## src/sv/assert_macros.svh

```systemverilog
// Assertion macros shared by the az/el to X-Y mount RTL.
`ifndef ASSERT_MACROS_SVH
`define ASSERT_MACROS_SVH

// Clocked property with synchronous reset masking.
`define ASSERT_CLK(lbl, clk, rst, prop, msg) \
   lbl: assert property (@(posedge clk) disable iff (rst) prop) else $error(msg);

// Condition that must never be seen at a clock edge.
`define ASSERT_NEVER(lbl, clk, rst, expr, msg) \
   lbl: assert property (@(posedge clk) disable iff (rst) !(expr)) else $error(msg);

`endif

```

## src/sv/azel_pkg.sv

```systemverilog
// Shared constants, types and functions of the az/el to X-Y mount converter.
package azel_pkg;

   // Pipeline sizing
   localparam int CORDIC_STAGES = 16;
   localparam int DATA_WIDTH    = 18;
   localparam int FRAC          = DATA_WIDTH - 2;
   localparam int XW            = DATA_WIDTH + 1;   // vector component width
   localparam int ZW            = 25;               // angle width, 2^-16 degree
   localparam int QW            = FRAC + 2;         // clamped sine product width
   localparam int VW            = 2 * FRAC + 1;     // square root radicand width
   localparam int EXW           = $clog2(VW);       // radicand bit exponent width
   localparam int SHW           = 5;                // cell shift index width
   localparam int LAT           = 2 * CORDIC_STAGES + FRAC + 8;

   // Hundredths to angle units: n * 16384 / 25 through a reciprocal
   localparam int PW            = 43;
   localparam logic [28:0] RECIP_M = 29'd343597384;
   localparam int RECIP_SH      = 19;

   // Rotation start value, CORDIC gain folded in
   localparam longint X0_L = (longint'(652032874) + ((longint'(1) << (30 - FRAC)) >>> 1))
                             >>> (30 - FRAC);
   localparam logic signed [XW-1:0] X0 = XW'(X0_L);

   localparam logic signed [2*XW-1:0] ONE_P  = (2*XW)'(longint'(1) << FRAC);
   localparam logic signed [2*QW-1:0] ONE_SQ = (2*QW)'(longint'(1) << (2 * FRAC));

   // Configuration register indexes
   localparam logic [1:0] CSR_MIN_ELEVATION = 2'd0;
   localparam logic [1:0] CSR_ZENITH_MARGIN = 2'd1;

   // Result word, first field in the high bits
   typedef struct packed {
      logic signed [14:0] y_angle;
      logic signed [14:0] x_angle;
   } result_type;

   // Side data carried along the rotation chains
   typedef struct packed {
      logic neg;
      logic zen;
   } rot_side_type;

   // Side data carried along the square root chain
   typedef struct packed {
      logic                   zen;
      logic signed [QW-1:0]   q;
      logic signed [XW-1:0]   sel;
      logic signed [XW-1:0]   p;
   } sq_side_type;

   // Side data carried along the vectoring chains
   typedef struct packed {
      logic zen;
      logic zx;
      logic zy;
   } vec_side_type;

   // atan(2^-i) in degrees times 65536
   function automatic logic signed [ZW-1:0] atan_entry(input logic [SHW-1:0] idx);
      int unsigned v;
      unique case (idx)
         5'd0:  v = 2949120;
         5'd1:  v = 1740967;
         5'd2:  v = 919879;
         5'd3:  v = 466945;
         5'd4:  v = 234379;
         5'd5:  v = 117304;
         5'd6:  v = 58666;
         5'd7:  v = 29335;
         5'd8:  v = 14668;
         5'd9:  v = 7334;
         5'd10: v = 3667;
         5'd11: v = 1833;
         5'd12: v = 917;
         5'd13: v = 458;
         5'd14: v = 229;
         5'd15: v = 115;
         5'd16: v = 57;
         5'd17: v = 29;
         5'd18: v = 14;
         5'd19: v = 7;
         5'd20: v = 4;
         5'd21: v = 2;
         5'd22: v = 1;
         default: v = 0;
      endcase
      return ZW'(v);
   endfunction

   // Angle units to hundredths, round half away from zero, saturate to 90 degrees
   function automatic logic signed [14:0] to_hund(input logic signed [ZW-1:0] z);
      logic [ZW-1:0]  mag;
      logic [ZW+6:0]  t;
      logic [ZW-10:0] r;
      logic [14:0]    s;
      mag = (z < 0) ? ZW'(-z) : ZW'(z);
      t   = (ZW+7)'(mag) * (ZW+7)'(100) + (ZW+7)'(32768);
      r   = t[ZW+6:16];
      s   = (r > (ZW-9)'(9000)) ? 15'd9000 : 15'(r);
      return (z < 0) ? 15'(-s) : s;
   endfunction

endpackage

```

## src/sv/azel_sqrt_cell.sv

```systemverilog
// One step of the digit-by-digit integer square root, one root bit per cell.
module azel_sqrt_cell (
   input  logic                      clock,
   input  logic                      en,
   input  logic [azel_pkg::EXW-1:0]  expo,
   input  logic [azel_pkg::VW-1:0]   src_v,
   input  logic [azel_pkg::VW-1:0]   src_r,
   output logic [azel_pkg::VW-1:0]   v_out,
   output logic [azel_pkg::VW-1:0]   r_out
);

   logic [azel_pkg::VW-1:0] v_ff, v_in, r_ff, r_in, bit_w;
   logic [azel_pkg::VW:0]   trial;

   // Subtract the trial value when it fits
   always_comb begin
      bit_w = azel_pkg::VW'(1) << expo;
      trial = {1'b0, src_r} + {1'b0, bit_w};
      if ({1'b0, src_v} >= trial) begin
         v_in = src_v - trial[azel_pkg::VW-1:0];
         r_in = (src_r >> 1) + bit_w;
      end else begin
         v_in = src_v;
         r_in = src_r >> 1;
      end
   end

   // Hold while stalled
   always_ff @(posedge clock) begin
      if (en) begin
         v_ff <= v_in;
         r_ff <= r_in;
      end
   end

   assign v_out = v_ff;
   assign r_out = r_ff;

endmodule

```

## config.mk

```make
export PLATFORM = sky130hd
export DESIGN_NAME = azel_sqrt_cell
export DESIGN_NICKNAME = d
export VERILOG_FILES = /design/src/sv/assert_macros.svh /design/src/sv/azel_pkg.sv /design/src/sv/azel_sqrt_cell.sv
export SDC_FILE = /design/constraint.sdc
export NUM_CORES = 1
export LEC_CHECK = 0
export ABC_CLOCK_PERIOD_IN_PS = 22500
export BUFFER_PORTS_ARGS = -buffer_cell sky130_fd_sc_hd__buf_2
export CAP_MARGIN = 20
export CORE_ASPECT_RATIO = 1.4
export CORE_MARGIN = 2
export CORE_UTILIZATION = 45
export DETAILED_ROUTE_END_ITERATION = 12
export HOLD_SLACK_MARGIN = 0.02
export PLACE_DENSITY = 0.67
export SYNTH_ARGS = -nofsm -noshare
export SYNTH_HDL_FRONTEND = slang
export SYNTH_SLANG_ARGS = --single-unit
```

## constraint.sdc

```tcl
create_clock -name clock -period 22.5 [get_ports clock]
set_clock_uncertainty 0.15 [all_clocks]
set_input_delay 4.5 -clock clock [delete_from_list [all_inputs] [get_ports clock]]
set_output_delay 4.5 -clock clock [all_outputs]
set_load 0.02 [all_outputs]
```

==> results of run 1 <==
per-stage QoR:
| step | hold WS, ps | setup WS [ps] | power [uW] | cells | instance area, sq um |
|---|---|---|---|---|---|
| 4_1_cts | 4320 | 10730 | 509 | 1309 | 9410 |
| 5_1_grt | 4330 | 10080 | 531 | 1309 | 9410 |
| 2_1_floorplan | 4460 | 12160 | 296 | 941 | 8210 |
| 6_report | 4330 | 10690 | 505 | 1309 | 9410 |
| 3_5_place_dp | 4680 | 10390 | 349 | 1293 | 9090 |
| 3_3_place_gp | 4680 | 10600 | 348 | 1293 | 9090 |
registers in the layout (all words and copies together), names as in the netlist:
name   cells
v_out     33
r_out     33
cells in the mapped netlist, types with 8 or more instances:
library cell and instances:
nand2_1 60, xor2_1 33, nor3_1 25, inv_1 33, mux2_2 55, xnor2_1 58, edfxtp_1 66, a31oi_1 8
o21ai_0 54, nor2_1 84, nand4_1 12, o21bai_1 9, nand3_1 22, nand2b_1 14, o211ai_1 9, a21oi_1 87
a21o_1 34, a211oi_1 13, nor2b_1 15, o21a_1 10, o31ai_1 9, ha_1 88, clkbuf_1 20
power by group:
part           internal, uW  total [uW]  switching, uW
combinational          76.3         185            109
clock                  98.1         158           60.2
sequential              157         161           4.15
how the worst max path moves through the flow:
stage | slack [ps] | endpoint | cells after the start
after detailed placement | 10390 | r_out[25]$_DFFE_PP_ | 22
after CTS | 10730 | r_out[25]$_DFFE_PP_ | 22
after global routing | 10080 | r_out[25]$_DFFE_PP_ | 22
after floorplan | 12160 | r_out[27]$_DFFE_PP_ | 25
after global placement | 10600 | r_out[26]$_DFFE_PP_ | 22
final | 10690 | r_out[10]$_DFFE_PP_ | 22
layout make-up:
class | instances | area [sq um] | area share (%)
multi-input combinational | 813 | 5970 | 63.4
clock buffer | 9 | 225 | 2.39
sequential | 66 | 1980 | 21.1
clock inverter | 7 | 98.8 | 1.05
inverter | 33 | 124 | 1.32
tap | 240 | 300 | 3.19
timing repair buffer | 141 | 711 | 7.55
per-layer routing:
layer  routed length, microns  track usage [%]  up-vias
met2                    12400             45.5      214
met5                        0                0        -
li1                         -                -     3806
met3                      901             2.88       72
met1                     8450             23.7     3553
met4                     1150             14.1        0
layout by cell type, fill, tap and decap left out, types with 7 or more instances in the layout:
cell type,count
nand2_1,60
ha_1,88
mux2_2,55
nor3_1,25
a31oi_1,8
o211ai_1,9
clkbuf_16,9
a21oi_1,87
xor2_1,33
nand2b_1,14
edfxtp_1,66
a21o_1,34
nand3_1,22
nor2_1,84
o31ai_1,9
o21bai_1,9
a211oi_1,13
nand4_1,12
xnor2_1,58
inv_1,33
o21a_1,10
buf_2,139
nor2b_1,15
o21ai_0,54
or3_1,7
logic make-up after synthesis:
group	count (synthesis)	synth area share, %
xor+xnor	91	9.71
buf+inv	62	3.17
mux	62	8.43
simple gates	281	17.0
fa+ha+maj	93	14.4
flops	66	24.1
compound gates	286	23.2
==> results.cfg, run 1 <==
[logic_synthesis]
synth_edf_count = 66
synth_flop_cell = edfxtp_1
syn_avg_cell_area_sq_um = 8.72
netlist.area_leader.share_pct = 24.1
syn_area_sq_um = 8210
synth_seq_area_share_pct = 24.1
yosysTopAreaCell = edfxtp_1
async_reset_ff_share_pct = 0
yosysWarningCount = 0
synthCells = 941
syn-num-nets = 1106
yosys-top-cells-area = edfxtp_1, ha_1, mux2_2, xnor2_1, a21oi_1
synth_cell_type_count = 78
ys_ff_latch = 66

[run_status]
status = finished, final reports clean

[sta]
finalCriticalPeriod_ps = 11810
rsz0062_at_grt = no
tns_ps = 0
hold_viol_final = 0
period_share_pct = 52.5
max_slew_margin_pct = 38.4
max_clock_freq_mhz = 84.7
drv_slew = 0
worstMarginPinSlew_ps = 919
setup_violations = 0

[layout]
drive_gt1_share_pct = 21.8
final_nets = 1229
areaGrowthSynthToFinish_pct = 14.7
final_util_pct = 52.5
antennaDiodeCount = 0
fill_cells = 1781

[drt]
drtIter0Drc = 321
wl_per_cell_microns = 17.5
drc = 0
dr.pass1.iters = 5
drt_wl_total_microns = 22900
via_per_inst = 5.84
vias = 7645
detail-route-antenna-nets = 0

[die]
die_w_microns = 118
rows = 58
fp.dieH_microns = 164
core_area_sq_um = 17900
initial_core_util_pct = 45.8
die-area_sq_um = 19400
io_pins = 140

[cts]
clkSlewWorstSetupHoldPaths_ps = 60
numCtsBuffers = 9
cts.sinks = 66
cts_max_level = 3
cts_tree = built
post_cts_buffers = 0
cts-root-buf = clkbuf_16
hold_buffers = 0
cts_buffer_depth = 2
post_cts_resized = 0

[grt]
antenna_found_initial = 0
grt_usage_pct = 23.4
grt_overflow = 0
grt_pass1_vias = 7593
grt_pass1_wl_microns = 36300
grt_max_degree = 41

[setup_path]
worst_path_largest_cell_delay_ps = 780
crit_chain = buf_2 -> or2_2 -> nor2_1 -> ha_1 -> fa_1 -> inv_1 -> o21ai_0 -> a32oi_1 -> o21ai_0 -> o311ai_0 -> o21ai_0 -> xnor2_1 -> ha_1 -> nand3_1 -> or3_1 -> o31ai_1 -> a2111oi_0 -> nor2_1 -> o211ai_1 -> nor2_4 -> buf_4 -> mux2_2
path_common_cell = o21ai_0
worstSetupEndpointType = register
critPathMaxFanout = 40
startpoint = expo[0]
critPathTopFamily = compound AO/OA/AOI/OAI gates
required_ps = 22440
critPathSlowestCell = o311ai_0
cp-start-kind = input pin
path_buf_inv = 3
criticalPathCategory = input pin to register
crit_arrival_ps = 11760

[power]
power_density_nw_per_um2 = 53.6
irDropWorstVdd_mv = 0.0287
p_leak_uw = 0.00406

[placement]
dpl.hpwl_microns = 18500
gp_congestion = 0.907
io_buffers = 139

[min_path]
whs_endpoint = v_out[2]$_DFFE_PP_
hold_path_depth = 2
hp-class = input pin to register
hp-start = src_v[2]

[flow_run]
drv_cap = 0
Power figures use the tool's default switching activity.
==> run 2, diff against run 1 <==
--- a/config.mk
+++ b/config.mk
@@ -5,7 +5,7 @@
 export SDC_FILE = /design/constraint.sdc
 export NUM_CORES = 1
 export LEC_CHECK = 0
-export ABC_CLOCK_PERIOD_IN_PS = 22500
+export ABC_CLOCK_PERIOD_IN_PS = 11800
 export BUFFER_PORTS_ARGS = -buffer_cell sky130_fd_sc_hd__buf_2
 export CAP_MARGIN = 20
 export CORE_ASPECT_RATIO = 1.4
==> constraint.sdc (replaced) <==
create_clock -name clock -period 11.8 [get_ports clock]
set_clock_uncertainty 0.15 [all_clocks]
set_input_delay 2.36 -clock clock [delete_from_list [all_inputs] [get_ports clock]]
set_output_delay 2.36 -clock clock [all_outputs]
set_load 0.02 [all_outputs]
==> results.cfg, run 2 (same netlist as run 1, synthesis figures left out) <==
[run_status]
status = finished, final reports clean

[grt]
grt_overflow = 0
grt_pass1_vias = 7451
antenna_found_initial = 0
grt_usage_pct = 23.3
grt_max_degree = 36
grt_pass1_wl_microns = 36100

[setup_path]
cp-endpoint = r_out[14]$_DFFE_PP_
startpoint = expo[0]
path_common_cell = o21ai_0
path_buf_inv = 3
required_ps = 11740
cp-start-kind = input pin
worstSetupEndpointType = register
worst-path-stages = 22
critPathMaxFanout = 35
critPathTopFamily = compound AO/OA/AOI/OAI gates
criticalPathCategory = input pin to register
crit_chain = buf_2 -> or2_2 -> nor2_1 -> ha_1 -> fa_1 -> inv_1 -> o21ai_0 -> a32oi_1 -> o21ai_0 -> o311ai_0 -> o21ai_0 -> xnor2_1 -> ha_1 -> nand3_1 -> or3_1 -> o31ai_1 -> a2111oi_0 -> nor2_1 -> o211ai_1 -> nor2_4 -> buf_4 -> mux2_2
crit_arrival_ps = 9680
worst_path_largest_cell_delay_ps = 910
critPathSlowestCell = nor2_4

[sta]
max_slew_margin_pct = 30.1
fin_ws_ps = 2060
max_clock_freq_mhz = 103
worstMarginPinSlew_ps = 1050
hold_viol_final = 0
tns_ps = 0
drv_slew = 0
period_share_pct = 82.5
finalCriticalPeriod_ps = 9740
rsz0062_at_grt = no
setup_violations = 0

[layout]
fin_area_sq_um = 9410
final_util_pct = 52.5
drive_gt1_share_pct = 21.8
fill_cells = 1746
final_nets = 1229
areaGrowthSynthToFinish_pct = 14.7
final_cell_mix = buf_2, ha_1, a21oi_1
antennaDiodeCount = 0
layout.cells.most_common = buf_2

[cts]
cts_buffer_depth = 2
cts_tree = built
cts.sinks = 66
cts_max_level = 3
cts-root-buf = clkbuf_16
post_cts_resized = 0
hold_buffers = 0
numCtsBuffers = 9
clkSlewWorstSetupHoldPaths_ps = 60
post_cts_buffers = 0

[min_path]
hp-class = input pin to register

[placement]
post-place-ws_ps = 1740
io_buffers = 139
gp_congestion = 0.921
placed_area_sq_um = 9090
dpl.hpwl_microns = 18600

[drt]
via_per_inst = 5.82
detail-route-antenna-nets = 0
dr.pass1.iters = 5
vias = 7613
wl_per_cell_microns = 17.7
drt_wl_total_microns = 23100
drc = 0
drtIter0Drc = 382

[die]
rows = 58
die-area_sq_um = 19400
die_w_microns = 118
core_area_sq_um = 17900
initial_core_util_pct = 45.8
io_pins = 140
fp.dieH_microns = 164

[flow_run]
drv_cap = 0

[power]
power_density_nw_per_um2 = 103
p_leak_uw = 0.00406
power.total_uw = 965
irDropWorstVdd_mv = 0.0578
## run 2: power by group
group	internal (uW)	switching (uW)
Sequential	299	7.71
Clock	187	116
Combinational	146	209
Total	632	333
## run 2: final cells by class
type	count	area [sq um]	share of cell area [%]
tap	240	300	3.19
clock inverter	7	98.8	1.05
timing repair buffer	141	711	7.55
sequential	66	1980	21.1
multi-input combinational	813	5970	63.4
inverter	33	124	1.32
clock buffer	9	225	2.39
## run 2: how the worst min path moves through the flow
stage          cells after the start  startpoint                  end
6_report                           2    src_v[8]   v_out[8]$_DFFE_PP_
5_1_grt                            2    src_v[8]   v_out[8]$_DFFE_PP_
4_1_cts                            2   src_v[29]  v_out[29]$_DFFE_PP_
3_5_place_dp                       2   src_v[29]  v_out[29]$_DFFE_PP_
3_3_place_gp                       2   src_v[29]  v_out[29]$_DFFE_PP_
2_1_floorplan                      0          en   r_out[0]$_DFFE_PP_
## run 2: stage by stage
stage,cells,hold WS (ps)
after floorplan,941,2320
after global placement,1293,2550
after detailed placement,1293,2540
after CTS,1309,2190
after global routing,1309,2200
final,1309,2200
## run 2: layer usage
metal / track usage (%) / vias up / wire (microns) / share of wire, %
met5: 0 / - / 0 / 0
met4: 11.0 / 0 / 975 / 4.2
met3: 3.37 / 65 / 1030 / 4.5
met2: 45.8 / 203 / 12400 / 54
met1: 23.9 / 3539 / 8700 / 38
li1: - / 3806 / - / -
==> run 3, diff against run 2 <==
--- a/config.mk
+++ b/config.mk
@@ -5,7 +5,7 @@
 export SDC_FILE = /design/constraint.sdc
 export NUM_CORES = 1
 export LEC_CHECK = 0
-export ABC_CLOCK_PERIOD_IN_PS = 11800
+export ABC_CLOCK_PERIOD_IN_PS = 10200
 export BUFFER_PORTS_ARGS = -buffer_cell sky130_fd_sc_hd__buf_2
 export CAP_MARGIN = 20
 export CORE_ASPECT_RATIO = 1.4
==> constraint.sdc (replaced) <==
create_clock -name clock -period 10.2 [get_ports clock]
set_clock_uncertainty 0.15 [all_clocks]
set_input_delay 2.04 -clock clock [delete_from_list [all_inputs] [get_ports clock]]
set_output_delay 2.04 -clock clock [all_outputs]
set_load 0.02 [all_outputs]
==> results.cfg, run 3 (same netlist as run 1, synthesis figures left out) <==
[placement]
io_buffers = 139
dpl.hpwl_microns = 18500
gp_congestion = 0.915

[setup_path]
cp-start-kind = input pin
path_buf_inv = 4
required_ps = 10130
crit_arrival_ps = 8690
critPathSlowestCell = o311ai_0
worstSetupEndpointType = register
criticalPathCategory = input pin to register
path_common_cell = o21ai_0
critPathMaxFanout = 40
critPathTopFamily = compound AO/OA/AOI/OAI gates
crit_chain = buf_2 -> or2_2 -> nor2_1 -> ha_1 -> fa_1 -> inv_1 -> o21ai_0 -> a32oi_1 -> o21ai_0 -> o311ai_0 -> o21ai_0 -> xnor2_1 -> ha_1 -> nand3_1 -> or3_1 -> o31ai_1 -> a2111oi_0 -> nor2_1 -> o211ai_1 -> buf_4 -> nor2_4 -> buf_12 -> mux2_2
worst_path_largest_cell_delay_ps = 720

[layout]
areaGrowthSynthToFinish_pct = 14.6
final_cell_mix = buf_2, ha_1, a21oi_1
drive_gt1_share_pct = 21.9
final_util_pct = 52.5
antennaDiodeCount = 0
layout.cells.most_common = buf_2
final_nets = 1230

[power]
p_leak_uw = 0.00406
power_density_nw_per_um2 = 116
irDropWorstVdd_mv = 0.0947

[grt]
grt_pass1_wl_microns = 36400
grt_max_degree = 41
grt_usage_pct = 23.4
grt_overflow = 0
antenna_found_initial = 0
grt_pass1_vias = 7534

[drt]
drtIter0Drc = 429
wl_per_cell_microns = 17.5
via_per_inst = 5.83
dr.pass1.iters = 5
vias = 7635
drt_wl_total_microns = 23000
drc = 0
detail-route-antenna-nets = 0

[die]
core_area_sq_um = 17900
rows = 58
fp.dieH_microns = 164
die_w_microns = 118
die-area_sq_um = 19400
io_pins = 140
initial_core_util_pct = 45.8

[sta]
max_clock_freq_mhz = 114
rsz0062_at_grt = no
tns_ps = 0
finalCriticalPeriod_ps = 8760
period_share_pct = 85.9
drv_slew = 0
hold_viol_final = 0
max_slew_margin_pct = 41.8
setup_violations = 0
worstMarginPinSlew_ps = 865

[min_path]
hp-class = input pin to register
whs_endpoint = v_out[2]$_DFFE_PP_
hold_path_depth = 2
hp-start = src_v[2]

[cts]
post_cts_buffers = 0
hold_buffers = 0
numCtsBuffers = 9
clkSlewWorstSetupHoldPaths_ps = 60
cts.sinks = 66
cts_tree = built
cts_buffer_depth = 2
cts_max_level = 3
cts-root-buf = clkbuf_16
post_cts_resized = 0

[flow_run]
drv_cap = 0

[run_status]
status = finished, final reports clean
[run 3: cell count changes in the layout (fill, tap and decap cells not counted), sizes merged]
cell | before | now
bufinv | 2 | 1
buf | 141 | 142
clkinvlp | 0 | 1
[run 3: layout make-up]
class | count | area (sq um)
Clock buffer | 9 | 225
Tap cell | 240 | 300
Clock inverter | 7 | 76.3
Sequential cell | 66 | 1980
Fill cell | 1738 | 8520
Timing Repair Buffer | 142 | 731
Multi-Input combinational cell | 813 | 5970
Inverter | 33 | 124
[run 3: how the worst max path moves through the flow]
stage | startpoint | endpoint | slack, ps | cells past startpoint
6_report | expo[0] | r_out[22]$_DFFE_PP_ | 1440 | 23
5_1_grt | expo[0] | r_out[22]$_DFFE_PP_ | 650 | 23
4_1_cts | expo[0] | r_out[22]$_DFFE_PP_ | 1490 | 23
3_5_place_dp | expo[0] | r_out[13]$_DFFE_PP_ | 1160 | 23
3_3_place_gp | expo[3] | r_out[6]$_DFFE_PP_ | 1280 | 24
2_1_floorplan | expo[3] | r_out[27]$_DFFE_PP_ | 2320 | 25
[run 3: power breakdown]
group,internal [uW],leakage [uW],switching [uW]
logic,171,0.00327,242
clock network,192,0.000144,134
registers,346,0.000646,9.32
[run 3: layer usage]
metal,track usage [%],vias to the layer above,part of all wire [%]
met5,0,-,0
met4,11.0,0,4.3
met3,2.78,60,3.5
met2,46.1,208,54
met1,24.4,3562,38
li1,-,3805,-
[run 3: stage by stage]
step | setup WS [ps] | instance area, sq um | hold WS, ps | std cells | total power, uW
3_3_place_gp | 1280 | 9110 | 2220 | 1294 | 771
6_report | 1440 | 9410 | 1870 | 1310 | 1090
4_1_cts | 1490 | 9410 | 1870 | 1310 | 1100
2_1_floorplan | 2320 | 8210 | 2000 | 941 | 654
5_1_grt | 647 | 9410 | 1880 | 1310 | 1150
3_5_place_dp | 1160 | 9110 | 2220 | 1294 | 772
